==> src/rtl/core/serial_port_ring_buffers_macros.svh <==
// Assertion macros for the serial port ring buffers block
`ifndef SERIAL_PORT_RING_BUFFERS_MACROS_SVH
`define SERIAL_PORT_RING_BUFFERS_MACROS_SVH

// Assert on an explicit clock and active-low reset
`define SPR_ASSERT_CLK(lbl, clk, rst_n, prop) \
  lbl: assert property (@(posedge clk) disable iff (!rst_n) prop) \
    else $error("serial_port_ring_buffers: assertion failed");

// Assert on the block clock and reset
`define SPR_ASSERT(lbl, prop) \
  `SPR_ASSERT_CLK(lbl, clk_i, rst_ni, prop)

`endif

==> src/rtl/core/spr_pkg.sv <==
// Shared types and constants for the serial port ring buffers
`default_nettype none

package spr_pkg;

  localparam int FUNC_W   = 2;
  localparam int DATA_W   = 8;
  localparam int COUNT_W  = 8;
  localparam int SIZE_W   = 9;
  localparam int APB_AW   = 4;
  localparam int APB_DW   = 32;

  localparam int COUNT_MAX = 255;

  localparam logic [SIZE_W-1:0] RX_SIZE_RESET    = 9'd256;
  localparam logic [DATA_W-1:0] BREAK_KEY_RESET  = 8'd0;
  localparam logic              CONSOLE_RESET    = 1'b0;
  localparam int                RX_SIZE_MIN      = 2;

  localparam logic [1:0] REG_RX_SIZE      = 2'd0;
  localparam logic [1:0] REG_BREAK_KEY    = 2'd1;
  localparam logic [1:0] REG_CONSOLE_MODE = 2'd2;

  typedef enum logic [FUNC_W-1:0] {
    FUNC_RX_BYTE    = 2'd0,
    FUNC_HOST_READ  = 2'd1,
    FUNC_HOST_WRITE = 2'd2,
    FUNC_LINE_READY = 2'd3
  } func_e;

endpackage

`default_nettype wire

==> src/rtl/core/spr_if.sv <==
// Request and response channel interfaces for the serial port ring buffers
`default_nettype none

interface spr_req_if;
  logic                          valid;
  logic                          ready;
  logic [spr_pkg::FUNC_W-1:0]    func;
  logic [spr_pkg::DATA_W-1:0]    data_in;

  modport source (output valid, func, data_in, input ready);
  modport sink   (input valid, func, data_in, output ready);
endinterface

interface spr_rsp_if;
  logic                          valid;
  logic                          ready;
  logic [spr_pkg::DATA_W-1:0]    data_out;
  logic                          data_valid;
  logic                          tx_refused;
  logic                          abort_seen;
  logic                          tx_idle;
  logic [spr_pkg::COUNT_W-1:0]   rx_count;
  logic [spr_pkg::COUNT_W-1:0]   tx_count;

  modport source (output valid, data_out, data_valid, tx_refused, abort_seen, tx_idle,
                  rx_count, tx_count, input ready);
  modport sink   (input valid, data_out, data_valid, tx_refused, abort_seen, tx_idle,
                  rx_count, tx_count, output ready);
endinterface

`default_nettype wire

==> src/rtl/core/serial_port_ring_buffers.sv <==
// Serial port receive and transmit rings with host and line access
//
//   channel  dir  handshake        payload
//   req_i    in   valid/ready      func, data_in
//   rsp_o    out  valid/ready      data_out, flags, rx_count, tx_count
//   apb      in   psel/penable     paddr, pwdata, prdata (pready tied high)
//
// One request per cycle while results are taken; a result passes through the input
// register, then the result register with the ring read register.
// The pointer update and ring access for a request happen in the same cycle.
// Reset clears the pointers, valid flags and settings; ring contents and data registers are not cleared.
// A stalled result holds; the input register then fills and ready drops.
`default_nettype none
`include "serial_port_ring_buffers_macros.svh"

module serial_port_ring_buffers #(
  parameter int RX_DEPTH = 256,
  parameter int TX_DEPTH = 256
) (
  input  wire logic                         clk_i,
  input  wire logic                         rst_ni,
  spr_req_if.sink                           req_i,
  spr_rsp_if.source                         rsp_o,
  input  wire logic                         psel,
  input  wire logic                         penable,
  input  wire logic                         pwrite,
  input  wire logic [spr_pkg::APB_AW-1:0]   paddr,
  input  wire logic [spr_pkg::APB_DW-1:0]   pwdata,
  output logic      [spr_pkg::APB_DW-1:0]   prdata,
  output logic                              pready
);

  localparam int RX_AW = $clog2(RX_DEPTH);
  localparam int TX_AW = $clog2(TX_DEPTH);
  localparam int RX_CW = RX_AW + 1;
  localparam int TX_CW = TX_AW + 1;
  localparam int RX_SIZE_RST_INT = (RX_DEPTH < int'(spr_pkg::RX_SIZE_RESET)) ?
                                   RX_DEPTH : int'(spr_pkg::RX_SIZE_RESET);
  localparam logic [RX_CW-1:0] RX_SIZE_RST = RX_CW'(RX_SIZE_RST_INT);
  localparam logic [TX_AW-1:0] TX_LAST     = TX_AW'(TX_DEPTH - 1);
  localparam logic [TX_CW-1:0] TX_SIZE     = TX_CW'(TX_DEPTH);

  // configuration
  logic                          cfg_wr;
  logic [1:0]                    cfg_idx;
  logic [spr_pkg::SIZE_W-1:0]    rx_size_raw_q;
  logic [RX_CW-1:0]              rx_size_q, rx_size_d;
  logic [spr_pkg::DATA_W-1:0]    break_key_q;
  logic                          console_q;
  logic [31:0]                   wsize;

  // pipeline
  logic                          s1_valid_q;
  logic [spr_pkg::FUNC_W-1:0]    s1_func_q;
  logic [spr_pkg::DATA_W-1:0]    s1_data_q;
  logic                          rsp_valid_q;
  logic                          rsp_take, s1_adv, in_take;

  // ring pointers
  logic [RX_AW-1:0]              rx_head_q, rx_head_d, rx_tail_q, rx_tail_d;
  logic [TX_AW-1:0]              tx_head_q, tx_head_d, tx_tail_q, tx_tail_d;
  logic [RX_AW-1:0]              rx_last, rx_next_head, rx_next_tail;
  logic [TX_AW-1:0]              tx_next_head, tx_next_tail;
  logic                          rx_empty, tx_empty, tx_full, is_break;
  logic                          rx_we, tx_we;

  // result
  logic                          dv_d, refused_d, abort_d, idle_d, src_tx_d;
  logic                          dv_q, refused_q, abort_q, idle_q, src_tx_q;
  logic [RX_CW-1:0]              rx_diff, rx_fill;
  logic [TX_CW-1:0]              tx_diff, tx_fill;
  logic [spr_pkg::COUNT_W-1:0]   rx_cnt_d, tx_cnt_d, rx_cnt_q, tx_cnt_q;
  logic [spr_pkg::DATA_W-1:0]    rx_rd_q, tx_rd_q;

  logic [spr_pkg::DATA_W-1:0]    rx_mem [RX_DEPTH];
  logic [spr_pkg::DATA_W-1:0]    tx_mem [TX_DEPTH];

  // APB port
  assign pready  = 1'b1;
  assign cfg_wr  = psel && penable && pwrite;
  assign cfg_idx = paddr[3:2];
  assign wsize   = 32'(pwdata[spr_pkg::SIZE_W-1:0]);

  always_comb begin
    if (wsize < 32'(spr_pkg::RX_SIZE_MIN)) begin
      rx_size_d = RX_CW'(spr_pkg::RX_SIZE_MIN);
    end else if (wsize > 32'(RX_DEPTH)) begin
      rx_size_d = RX_CW'(RX_DEPTH);
    end else begin
      rx_size_d = RX_CW'(wsize);
    end
  end

  always_comb begin
    unique case (cfg_idx)
      spr_pkg::REG_RX_SIZE:      prdata = spr_pkg::APB_DW'(rx_size_raw_q);
      spr_pkg::REG_BREAK_KEY:    prdata = spr_pkg::APB_DW'(break_key_q);
      spr_pkg::REG_CONSOLE_MODE: prdata = spr_pkg::APB_DW'(console_q);
      default:                   prdata = '0;
    endcase
  end

  always_ff @(posedge clk_i or negedge rst_ni) begin
    if (!rst_ni) begin
      rx_size_raw_q <= spr_pkg::RX_SIZE_RESET;
      rx_size_q     <= RX_SIZE_RST;
      break_key_q   <= spr_pkg::BREAK_KEY_RESET;
      console_q     <= spr_pkg::CONSOLE_RESET;
    end else if (cfg_wr) begin
      case (cfg_idx)
        spr_pkg::REG_RX_SIZE: begin
          rx_size_raw_q <= pwdata[spr_pkg::SIZE_W-1:0];
          rx_size_q     <= rx_size_d;
        end
        spr_pkg::REG_BREAK_KEY:    break_key_q <= pwdata[spr_pkg::DATA_W-1:0];
        spr_pkg::REG_CONSOLE_MODE: console_q   <= pwdata[0];
        default: ;
      endcase
    end
  end

  // handshake
  assign rsp_take    = rsp_valid_q && rsp_o.ready;
  assign s1_adv      = s1_valid_q && (!rsp_valid_q || rsp_take);
  assign req_i.ready = !s1_valid_q || s1_adv;
  assign in_take     = req_i.valid && req_i.ready;

  always_ff @(posedge clk_i or negedge rst_ni) begin
    if (!rst_ni) begin
      s1_valid_q <= 1'b0;
    end else if (in_take) begin
      s1_valid_q <= 1'b1;
    end else if (s1_adv) begin
      s1_valid_q <= 1'b0;
    end
  end

  always_ff @(posedge clk_i) begin
    if (in_take) begin
      s1_func_q <= req_i.func;
      s1_data_q <= req_i.data_in;
    end
  end

  // ring control
  assign rx_last      = RX_AW'(rx_size_q - RX_CW'(1));
  assign rx_next_head = (rx_head_q == rx_last) ? '0 : rx_head_q + 1'b1;
  assign rx_next_tail = (rx_tail_q == rx_last) ? '0 : rx_tail_q + 1'b1;
  assign tx_next_head = (tx_head_q == TX_LAST) ? '0 : tx_head_q + 1'b1;
  assign tx_next_tail = (tx_tail_q == TX_LAST) ? '0 : tx_tail_q + 1'b1;
  assign rx_empty     = rx_head_q == rx_tail_q;
  assign tx_empty     = tx_head_q == tx_tail_q;
  assign tx_full      = tx_next_head == tx_tail_q;
  assign is_break     = console_q && (break_key_q != '0) && (s1_data_q == break_key_q);

  always_comb begin
    rx_head_d = rx_head_q;
    rx_tail_d = rx_tail_q;
    tx_head_d = tx_head_q;
    tx_tail_d = tx_tail_q;
    rx_we     = 1'b0;
    tx_we     = 1'b0;
    dv_d      = 1'b0;
    refused_d = 1'b0;
    abort_d   = 1'b0;
    idle_d    = 1'b0;
    src_tx_d  = 1'b0;
    if (s1_adv) begin
      unique case (spr_pkg::func_e'(s1_func_q))
        spr_pkg::FUNC_RX_BYTE: begin
          if (is_break) begin
            abort_d   = 1'b1;
            rx_head_d = rx_tail_q;
          end else begin
            rx_we     = 1'b1;
            rx_head_d = rx_next_head;
            // drop the oldest byte on overflow
            if (rx_next_head == rx_tail_q) begin
              rx_tail_d = rx_next_tail;
            end
          end
        end
        spr_pkg::FUNC_HOST_READ: begin
          if (!rx_empty) begin
            dv_d      = 1'b1;
            rx_tail_d = rx_next_tail;
          end
        end
        spr_pkg::FUNC_HOST_WRITE: begin
          if (tx_full) begin
            refused_d = 1'b1;
          end else begin
            tx_we     = 1'b1;
            tx_head_d = tx_next_head;
          end
        end
        spr_pkg::FUNC_LINE_READY: begin
          src_tx_d = 1'b1;
          if (!tx_empty) begin
            dv_d      = 1'b1;
            tx_tail_d = tx_next_tail;
          end else begin
            idle_d = 1'b1;
          end
        end
      endcase
    end
    if (cfg_wr && cfg_idx == spr_pkg::REG_RX_SIZE) begin
      rx_head_d = '0;
      rx_tail_d = '0;
    end
  end

  // fill counts after this request
  always_comb begin
    rx_diff  = {1'b0, rx_head_d} - {1'b0, rx_tail_d};
    rx_fill  = rx_diff[RX_AW] ? rx_diff + rx_size_q : rx_diff;
    tx_diff  = {1'b0, tx_head_d} - {1'b0, tx_tail_d};
    tx_fill  = tx_diff[TX_AW] ? tx_diff + TX_SIZE : tx_diff;
    rx_cnt_d = (32'(rx_fill) > 32'(spr_pkg::COUNT_MAX)) ?
               spr_pkg::COUNT_W'(spr_pkg::COUNT_MAX) : spr_pkg::COUNT_W'(rx_fill);
    tx_cnt_d = (32'(tx_fill) > 32'(spr_pkg::COUNT_MAX)) ?
               spr_pkg::COUNT_W'(spr_pkg::COUNT_MAX) : spr_pkg::COUNT_W'(tx_fill);
  end

  always_ff @(posedge clk_i or negedge rst_ni) begin
    if (!rst_ni) begin
      rx_head_q <= '0;
      rx_tail_q <= '0;
      tx_head_q <= '0;
      tx_tail_q <= '0;
    end else begin
      rx_head_q <= rx_head_d;
      rx_tail_q <= rx_tail_d;
      tx_head_q <= tx_head_d;
      tx_tail_q <= tx_tail_d;
    end
  end

  // ring storage
  always_ff @(posedge clk_i) begin
    if (rx_we) begin
      rx_mem[rx_head_q] <= s1_data_q;
    end
    if (s1_adv) begin
      rx_rd_q <= rx_mem[rx_tail_q];
    end
  end

  always_ff @(posedge clk_i) begin
    if (tx_we) begin
      tx_mem[tx_head_q] <= s1_data_q;
    end
    if (s1_adv) begin
      tx_rd_q <= tx_mem[tx_tail_q];
    end
  end

  // result register
  always_ff @(posedge clk_i or negedge rst_ni) begin
    if (!rst_ni) begin
      rsp_valid_q <= 1'b0;
    end else if (s1_adv) begin
      rsp_valid_q <= 1'b1;
    end else if (rsp_take) begin
      rsp_valid_q <= 1'b0;
    end
  end

  always_ff @(posedge clk_i) begin
    if (s1_adv) begin
      dv_q      <= dv_d;
      refused_q <= refused_d;
      abort_q   <= abort_d;
      idle_q    <= idle_d;
      src_tx_q  <= src_tx_d;
      rx_cnt_q  <= rx_cnt_d;
      tx_cnt_q  <= tx_cnt_d;
    end
  end

  assign rsp_o.valid      = rsp_valid_q;
  assign rsp_o.data_out   = dv_q ? (src_tx_q ? tx_rd_q : rx_rd_q) : '0;
  assign rsp_o.data_valid = dv_q;
  assign rsp_o.tx_refused = refused_q;
  assign rsp_o.abort_seen = abort_q;
  assign rsp_o.tx_idle    = idle_q;
  assign rsp_o.rx_count   = rx_cnt_q;
  assign rsp_o.tx_count   = tx_cnt_q;

  `SPR_ASSERT(a_rx_ptr_range, (rx_head_q <= rx_last) && (rx_tail_q <= rx_last))
  `SPR_ASSERT(a_flags_exclusive,
              rsp_valid_q |-> $onehot0({dv_q, refused_q, abort_q, idle_q}))
  `SPR_ASSERT(a_refused_holds_tx,
              (s1_adv && s1_func_q == spr_pkg::FUNC_HOST_WRITE && tx_full)
              |=> ($stable(tx_head_q) && $stable(tx_tail_q)))
  `SPR_ASSERT_CLK(a_adv_fills_rsp, clk_i, rst_ni, s1_adv |=> rsp_valid_q)

endmodule

`default_nettype wire

==> src/flat_wrapper.sv <==
// flat-port wrapper written by rule: the top's interface ports become plain ports
module serial_port_ring_buffers_flat 
#(
  parameter int RX_DEPTH = 256,
  parameter int TX_DEPTH = 256
)
  (clk_i, rst_ni, psel, penable, pwrite, paddr, pwdata, prdata, pready, req_i_valid, req_i_func, req_i_data_in, req_i_ready, rsp_o_valid, rsp_o_data_out, rsp_o_data_valid, rsp_o_tx_refused, rsp_o_abort_seen, rsp_o_tx_idle, rsp_o_rx_count, rsp_o_tx_count, rsp_o_ready);
  spr_req_if req_i_i ();
  spr_rsp_if rsp_o_i ();
  input  wire logic clk_i;
  input  wire logic rst_ni;
  input  wire logic psel;
  input  wire logic penable;
  input  wire logic pwrite;
  input  wire logic [spr_pkg::APB_AW-1:0] paddr;
  input  wire logic [spr_pkg::APB_DW-1:0] pwdata;
  output logic      [spr_pkg::APB_DW-1:0] prdata;
  output logic pready;
  input wire logic [$bits(req_i_i.valid)-1:0] req_i_valid;
  input wire logic [$bits(req_i_i.func)-1:0] req_i_func;
  input wire logic [$bits(req_i_i.data_in)-1:0] req_i_data_in;
  output wire logic [$bits(req_i_i.ready)-1:0] req_i_ready;
  output wire logic [$bits(rsp_o_i.valid)-1:0] rsp_o_valid;
  output wire logic [$bits(rsp_o_i.data_out)-1:0] rsp_o_data_out;
  output wire logic [$bits(rsp_o_i.data_valid)-1:0] rsp_o_data_valid;
  output wire logic [$bits(rsp_o_i.tx_refused)-1:0] rsp_o_tx_refused;
  output wire logic [$bits(rsp_o_i.abort_seen)-1:0] rsp_o_abort_seen;
  output wire logic [$bits(rsp_o_i.tx_idle)-1:0] rsp_o_tx_idle;
  output wire logic [$bits(rsp_o_i.rx_count)-1:0] rsp_o_rx_count;
  output wire logic [$bits(rsp_o_i.tx_count)-1:0] rsp_o_tx_count;
  input wire logic [$bits(rsp_o_i.ready)-1:0] rsp_o_ready;
  assign req_i_i.valid = req_i_valid;
  assign req_i_i.func = req_i_func;
  assign req_i_i.data_in = req_i_data_in;
  assign req_i_ready = req_i_i.ready;
  assign rsp_o_valid = rsp_o_i.valid;
  assign rsp_o_data_out = rsp_o_i.data_out;
  assign rsp_o_data_valid = rsp_o_i.data_valid;
  assign rsp_o_tx_refused = rsp_o_i.tx_refused;
  assign rsp_o_abort_seen = rsp_o_i.abort_seen;
  assign rsp_o_tx_idle = rsp_o_i.tx_idle;
  assign rsp_o_rx_count = rsp_o_i.rx_count;
  assign rsp_o_tx_count = rsp_o_i.tx_count;
  assign rsp_o_i.ready = rsp_o_ready;
  serial_port_ring_buffers #(.RX_DEPTH(RX_DEPTH), .TX_DEPTH(TX_DEPTH)) u_core (.clk_i(clk_i), .rst_ni(rst_ni), .req_i(req_i_i), .rsp_o(rsp_o_i), .psel(psel), .penable(penable), .pwrite(pwrite), .paddr(paddr), .pwdata(pwdata), .prdata(prdata), .pready(pready));
endmodule
==> config.mk <==
export PLATFORM = sky130hd
export DESIGN_NAME = serial_port_ring_buffers_flat
export DESIGN_NICKNAME = d
export VERILOG_FILES = /design/src/rtl/core/spr_pkg.sv /design/src/rtl/core/spr_if.sv /design/src/rtl/core/serial_port_ring_buffers.sv /design/src/flat_wrapper.sv
export VERILOG_INCLUDE_DIRS = /design/src /design/src/rtl/core
export SDC_FILE = /design/constraint.sdc
export NUM_CORES = 2
export LEC_CHECK = 0
export BUFFER_PORTS_ARGS = -buffer_cell sky130_fd_sc_hd__buf_2
export CAP_MARGIN = 10
export CORE_MARGIN = 2
export CORE_UTILIZATION = 35
export DETAILED_ROUTE_END_ITERATION = 6
export MAX_ROUTING_LAYER = met4
export PLACE_DENSITY_LB_ADDON = 0.25
export SYNTH_ARGS = -nofsm -noshare
export SYNTH_HDL_FRONTEND = slang
export SYNTH_SLANG_ARGS = --single-unit
==> constraint.sdc <==
create_clock -name clk_i -period 13.5 [get_ports clk_i]
set_input_delay 1.35 -clock clk_i [delete_from_list [all_inputs] [get_ports clk_i]]
set_output_delay 1.35 -clock clk_i [all_outputs]
set_load 0.005 [all_outputs]
After elaboration in Yosys (flattened, before gate mapping)

Memory sizes are Yosys's and may differ from the RTL's. A register that Yosys moved wholly into a read port is not among the register bits.
Cells that the tools add are included.

Flip-flop bits (word level): 92
RAM bits: 4,096
Bits of input ports: 53
Output and inout bits: 63
Logic and storage cells: 116
Memories kept: 2

Add/sub/neg operators: 9
Order comparisons: 4
Equality and inequality tests: 14
Multiplexer cells: 48
Reduce and logical (&&, ||, !) cells: 20

Memories:

| memory        | depth | width | rd ports | clocked after memory_dff | write ports | line                           | RTL |
|---|---|---|---|---|---|---|---|
| u_core.rx_mem | 256   | 8     | 1        | 1                        | 1           | serial_port_ring_buffers.sv:75 | `logic [spr_pkg::DATA_W-1:0] rx_mem [RX_DEPTH];` |
| u_core.tx_mem | 256   | 8     | 1        | 1                        | 1           | serial_port_ring_buffers.sv:76 | `logic [spr_pkg::DATA_W-1:0] tx_mem [TX_DEPTH];` |

Operators with widths:

| operator              | number |
|---|---|
| $mux W8               | 21 |
| $eq A8 B8 Y1          | 7 |
| $mux W9               | 4 |
| $add A8 B1 Y8 const B | 4 |
| $pmux W9 S3           | 1 |
| $mux W1               | 20 |
| $gt A9 B8 Y1 const B  | 2 |
| $sub A8 B8 Y9         | 2 |
| $eq A8 B8 Y1 const B  | 2 |
| $pmux W8 S2           | 1 |
| $add A9 B9 Y9         | 1 |
| $add A9 B9 Y9 const B | 1 |
| $gt A9 B9 Y1 const B  | 1 |
| $lt A9 B2 Y1 const B  | 1 |
| $logic_and A1 B1 Y1   | 8 |
| $reduce_bool A8 Y1    | 1 |
| $sub A8 B1 Y8 const B | 1 |
| $eq A2 B2 Y1 const B  | 3 |
| $reduce_and A2 Y1     | 3 |
| $eq A2 B1 Y1 const B  | 2 |
| $logic_not A2 Y1      | 2 |
| $reduce_bool A2 Y1    | 2 |
| $logic_not A1 Y1      | 2 |
| $logic_or A1 B1 Y1    | 2 |
| $pmux W1 S2           | 1 |

Depth between registers and ports, before layout

Word-level depth: 13
Mapped depth: 27
Gate-level depth less buffers: 27

Least setup slack after synthesis

Ideal clock, no wire load.

Path kind: reg2reg
Start point: reg u_core.s1_data_q[2] (netlist bit)
End point: reg u_core.rx_cnt_q (netlist bit u_core.rsp_o.rx_count[7]), data pin
Setup time: 0.260 ns
Arrival: 10.690 ns
Required time: 13.240 ns
Slack: 2.550 ns
Cell stages (with the launch flop): 24
Buffers on the path: 0
Clock period less this slack: 10.950 ns
Cell sequence: edfxtp_1 -> xnor2_1 -> and3_1 -> o2111a_1 -> a221oi_1 -> o21ai_0 -> a211oi_2 -> nand2_1 -> o21a_1 -> a211oi_1 -> ha_1 -> inv_1 -> fa_1 -> xor2_1 -> ha_1 -> nor2b_1 -> o21ai_0 -> a21boi_0 -> o21ai_0 -> a21oi_1 -> o21ai_0 -> a21boi_0 -> or3_1 -> mux2_2

Longest elaborated chain between the ends: 10
Elaborated cells on any way between the ends: 14
Classes of those cells: add/sub (2); order compare (1); eq/ne (1); mux (9); reduce/logical (1)

RTL lines:

| element                  | line                            | RTL |
|---|---|---|
| start: declaration       | serial_port_ring_buffers.sv:55  | `logic [spr_pkg::DATA_W-1:0] s1_data_q;` |
| start signal: assignment | serial_port_ring_buffers.sv:141 | `s1_data_q <= req_i.data_in;` |
| $eq A8 B8 Y1 (*)         | serial_port_ring_buffers.sv:154 | `assign is_break = console_q && (break_key_q != '0) && (s1_data_q == break_key_q);` |
| $logic_and A1 B1 Y1 (*)  | serial_port_ring_buffers.sv:154 |  |
| $mux W8 (*)              | serial_port_ring_buffers.sv:171 | `if (is_break) begin` |
| $pmux W8 S2 (*)          | serial_port_ring_buffers.sv:169 | `unique case (spr_pkg::func_e'(s1_func_q))` |
| $mux W8 (*)              | serial_port_ring_buffers.sv:168 | `if (s1_adv) begin` |
| $mux W8 (*)              | serial_port_ring_buffers.sv:208 | `if (cfg_wr && cfg_idx == spr_pkg::REG_RX_SIZE) begin` |
| net u_core.rx_tail_d[0]  | serial_port_ring_buffers.sv:60  | `logic [RX_AW-1:0] rx_head_q, rx_head_d, rx_tail_q, rx_tail_d;` |
| $sub A8 B8 Y9 (*)        | serial_port_ring_buffers.sv:216 | `rx_diff = {1'b0, rx_head_d} - {1'b0, rx_tail_d};` |
| $add A9 B9 Y9            | serial_port_ring_buffers.sv:217 | `rx_fill = rx_diff[RX_AW] ? rx_diff + rx_size_q : rx_diff;` |
| $mux W9 (*)              | serial_port_ring_buffers.sv:217 |  |
| $gt A9 B8 Y1             | serial_port_ring_buffers.sv:220 | `rx_cnt_d = (32'(rx_fill) > 32'(spr_pkg::COUNT_MAX)) ?` |
| end signal: assignment   | serial_port_ring_buffers.sv:277 | `rx_cnt_q <= rx_cnt_d;` |
| end: declaration         | serial_port_ring_buffers.sv:72  | `logic [spr_pkg::COUNT_W-1:0] rx_cnt_d, tx_cnt_d, rx_cnt_q, tx_cnt_q;` |

The timed path passes the listed nets; every way through them passes the cells marked *.
A chain may end at the register's enable or synchronous reset.

Worst setup path in the final report

Start point: reg u_core.rx_size_q[0]
End point: reg u_core.rx_cnt_q (netlist bit u_core.rsp_o.rx_count[7]), data pin

Longest elaborated chain between the ends: 13
Elaborated cells on any way between the ends: 20
Classes of those cells: add/sub (3); order compare (1); eq/ne (3); mux (13)

RTL lines:

| element                  | line                            | RTL |
|---|---|---|
| start: declaration       | serial_port_ring_buffers.sv:47  | `logic [RX_CW-1:0] rx_size_q, rx_size_d;` |
| start signal: assignment | serial_port_ring_buffers.sv:113 | `rx_size_q <= rx_size_d;` |
| $sub A8 B1 Y8 (*)        | serial_port_ring_buffers.sv:146 | `assign rx_last = RX_AW'(rx_size_q - RX_CW'(1));` |
| $eq A8 B8 Y1             | serial_port_ring_buffers.sv:147 | `assign rx_next_head = (rx_head_q == rx_last) ? '0 : rx_head_q + 1'b1;` |
| $mux W8                  | serial_port_ring_buffers.sv:147 |  |
| $eq A8 B8 Y1             | serial_port_ring_buffers.sv:178 | `if (rx_next_head == rx_tail_q) begin` |
| $mux W8                  | serial_port_ring_buffers.sv:178 |  |
| $mux W8                  | serial_port_ring_buffers.sv:171 |  |
| $pmux W8 S2 (*)          | serial_port_ring_buffers.sv:169 |  |
| $mux W8 (*)              | serial_port_ring_buffers.sv:168 |  |
| $mux W8 (*)              | serial_port_ring_buffers.sv:208 |  |
| net u_core.rx_tail_d[0]  | serial_port_ring_buffers.sv:60  |  |
| $sub A8 B8 Y9 (*)        | serial_port_ring_buffers.sv:216 |  |
| $add A9 B9 Y9            | serial_port_ring_buffers.sv:217 |  |
| $mux W9 (*)              | serial_port_ring_buffers.sv:217 |  |
| $gt A9 B8 Y1             | serial_port_ring_buffers.sv:220 |  |

Marked as above.

==> impl_metrics.py <==
metrics = {
    "setup_path": {
        "crit_type": "reg2reg",
        "critical_path_required_ps": 14240,
        "cpMaxStageDelayCell": "a211oi_1",
        "cp_max_fo": 7,
        "start_kind": "register",
        "cp_top_family": "compound AO/OA/AOI/OAI gates",
        "worstSetupEndpointType": "register",
        "arrival_ps": 8000,
        "max_stage_delay_ps": 560,
        "cpMostUsedCell": "o21ai_0",
        "critical_path_buf_inv_count": 2,
    },
    "clocking": {
        "htreeDepth": 5,
        "clockBufferDepth": 4,
        "cts-resized-gates": 0,
        "cts_sinks": 4204,
        "cts_tree": "built",
        "hold_buffers": 0,
        "root_buffer": "clkbuf_16",
        "clock_latency_ps": 1000,
        "clk_pin_slew_worst_paths_ps": 70,
        "cts-buffers-inserted": 421,
        "postCtsSetupBuffers": 0,
    },
    "hold_path": {
        "hold_class": "in2async",
    },
    "floorplan": {
        "die_x_um": 690,
        "start_util": 0.351,
        "die_y_um": 690,
        "dieArea_um2": 477000,
        "coreArea_um2": 470000,
        "ioPinCount": 116,
        "placementRows": 252,
    },
    "pwr": {
        "ir_drop_mv": 0.162,
        "p_comb_frac": 0.245,
        "leakage_uw": 0.0558,
        "p_sw_frac": 0.285,
        "intPower_uw": 24700,
        "seq_power_share": 0.429,
        "power_switching_uw": 9870,
        "clock_power_share": 0.327,
        "p_per_area_nw_per_um2": 186,
    },
    "synth": {
        "ys.flop_type": "edfxtp_1",
        "synth-edff-count": 4143,
        "ys_types": 82,
        "ys_seq_elements": 4204,
        "synthCells": 7236,
        "ys_seq_area_frac": 0.764,
        "synthArstFlopShare": 0.0145,
        "syn_avg_cell_area_um2": 22.8,
        "netlist_area_um2": 165000,
        "yosysWarnings": 0,
    },
    "layout": {
        "filler_cell_count": 41169,
        "syn2layout_area_growth_pct": 12.7,
        "finalCoreUtilization": 0.395,
        "nets": 7531,
        "post_route_cells_drive_above_1_share": 0.283,
        "final_cells": 14010,
    },
    "sta": {
        "fin_crit_ps": 7260,
        "timing.final.crit_share": 0.538,
        "setup_viol": 0,
        "finalMaxSlewViolations": 0,
        "rsz0062_at_grt": "false",
        "hold_viol": 0,
        "worst_pin_slew_ps": 1280,
        "hold_slack_ps": 286,
        "max_slew_margin": 0.143,
        "fin_worst_skew_ps": 65.5,
        "fmax_mhz": 138,
        "tns_ps": 0,
    },
    "grt": {
        "grt_pass1_vias": 77441,
        "antenna_found_initial": 21,
        "grt_max_degree": 209,
        "grt_pass1_wl_um": 584000,
        "overflow": 0,
        "track_usage": 0.173,
    },
    "placement": {
        "port_buffers": 66,
        "place_inst": 13240,
        "place.gp.congestion": 0.812,
        "dp_hpwl_um": 239000,
    },
    "detailed_routing": {
        "first_pass_iters": 6,
        "drcViolationCount": 0,
        "dr.first_iter.drc_count": 7919,
        "wl_per_cell_um": 29.2,
        "wl_um": 409000,
        "num_vias": 75115,
        "vias_per_cell": 5.36,
        "final_antenna_net_count": 0,
    },
    "flow_run": {
        "maxCapViolCount": 0,
    },
    "outcome": {
        "status": "finished clean",
    },
}
==> worst paths after layout <==
| kind | startpoint | endpoint | slack, ps | cells after the start |
|---|---|---|---|---|
| max | u_core.rx_size_q[0] | u_core.rsp_o.rx_count[7] | 6240 | 25 |
| max in group asynchronous | rst_ni | u_core.rx_tail_q[2] | 12120 | 2 |
| max reg2reg | u_core.rx_size_q[0] | u_core.rsp_o.rx_count[7] | 6240 | 25 |
| min reg2reg | u_core.rx_size_raw_q[8] | u_core.rx_size_raw_q[8] | 460 | 2 |
| min | rst_ni | u_core.tx_head_q[0] | 290 | 1 |
| min in group clk_i | u_core.rx_size_raw_q[8] | u_core.rx_size_raw_q[8] | 460 | 2 |
==> power groups by stage <==
stage | clock, uW | combinational (uW) | sequential (uW)
after floorplan | 0 | 5730 | 15000
after global placement | 0 | 8570 | 15100
after detailed placement | 0 | 8620 | 15100
after CTS | 11500 | 8640 | 14800
after global routing | 12000 | 8910 | 14900
final | 11300 | 8460 | 14800
==> registers in the layout, indices dropped and copies added (netlist names), 8 cells and up <==
name	flops
u_core.tx_tail_q	8
u_core.rx_head_q	8
u_core.break_key_q	8
u_core.tx_rd_q	8
u_core.rx_size_q	9
u_core.rsp_o.rx_count	8
u_core.tx_head_q	8
u_core.rx_rd_q	8
u_core.s1_data_q	8
u_core.tx_mem	2048
u_core.rx_tail_q	8
u_core.rx_mem	2048
u_core.rx_size_raw_q	9
u_core.rsp_o.tx_count	8
==> layout by cell type (no fill, tap or decap), types with 17 or more instances in the layout <==
cell type  netlist  routed
conb_1           2      24
dfrtp_1         59      48
inv_1           40      39
clkinv_1         1      92
mux4_2        1345    1345
nor2b_1         29      29
o21ai_0         30      30
mux2_2          18      18
buf_2          121      66
mux2i_1         30      30
ha_1            34      34
a21oi_1         27      27
nor2_1         570     570
nand2_1        134     107
clkbuf_1       269     104
bufinv_16        0      28
a211oi_1        17      17
xnor2_1         47      47
edfxtp_1      4143    4143
clkinv_2         0      72
buf_4           24     123
nand2_2          0      27
nand3_1         32      28
clkbuf_16        0     425
xor2_1          28      28
==> per-stage QoR <==
step / cell area, um2 / worst slack [ps] / power [uW]
2_1_floorplan: 165000 / 2550 / 20800
3_3_place_gp: 173000 / 6400 / 23700
3_5_place_dp: 173000 / 6400 / 23700
4_1_cts: 186000 / 6360 / 35000
5_1_grt: 186000 / 5650 / 35800
6_report: 186000 / 6240 / 34600
==> cells in the mapped netlist (all sizes together) (8+ instances only) <==
| cell type | n | area (um2) |
|---|---|---|
| a22oi | 9 | 81.3 |
| nor2b | 29 | 181 |
| nand2b | 10 | 62.6 |
| edfxtp | 4143 | 124000 |
| a211oi | 18 | 140 |
| xnor2 | 47 | 412 |
| mux2 | 19 | 214 |
| a21oi | 28 | 144 |
| mux4 | 1345 | 30300 |
| nand2 | 134 | 503 |
| mux2i | 30 | 300 |
| o21ai | 34 | 174 |
| nand3 | 32 | 160 |
| nor4 | 13 | 81.3 |
| buf | 176 | 902 |
| nor2 | 570 | 2140 |
| dfrtp | 59 | 1480 |
| clkbuf | 269 | 1010 |
| nor3 | 14 | 75.1 |
| inv | 40 | 150 |
| a31oi | 13 | 87.6 |
| and2 | 13 | 81.3 |
| and3 | 11 | 68.8 |
| nor3b | 8 | 65.1 |
| nand4 | 10 | 77.6 |
| xor2 | 28 | 245 |
| ha | 34 | 425 |
==> metal layers <==
layer / routed length (um) / GRT usage / part of all wire / up-vias
met4: 9570 / 0.0396 / 0.023 / 0
met3: 23700 / 0.0222 / 0.058 / 551
met5: 0 / - / 0 / -
li1: - / - / - / 30942
met1: 172000 / 0.234 / 0.42 / 41160
met2: 203000 / 0.281 / 0.50 / 2462
==> cell families (layout without fill, tap and decap cells) <==
family	after synthesis	after routing	synth area share
buf+inv	486	1007	0.0125
xor+xnor	75	75	0.00398
fa+ha+maj	37	37	0.00294
simple gates	866	866	0.0222
flops	4204	4204	0.764
compound gates	172	172	0.00760
mux	1394	1394	0.187
other cells	2	32	0.0000455
==> layout make-up <==
type                            count  area (um2)  area share
Antenna cell                        8        20.0    0.000108
Clock inverter                    229        2070      0.0111
Tap cell                         6223        7790      0.0419
Multi-Input combinational cell   2568       37100       0.200
Sequential cell                  4204      126000       0.678
Inverter                           41         161    0.000869
Clock buffer                      532       11100      0.0596
Timing Repair Buffer              205        1570     0.00847
Note: power is estimated with default switching activity, not from simulation.
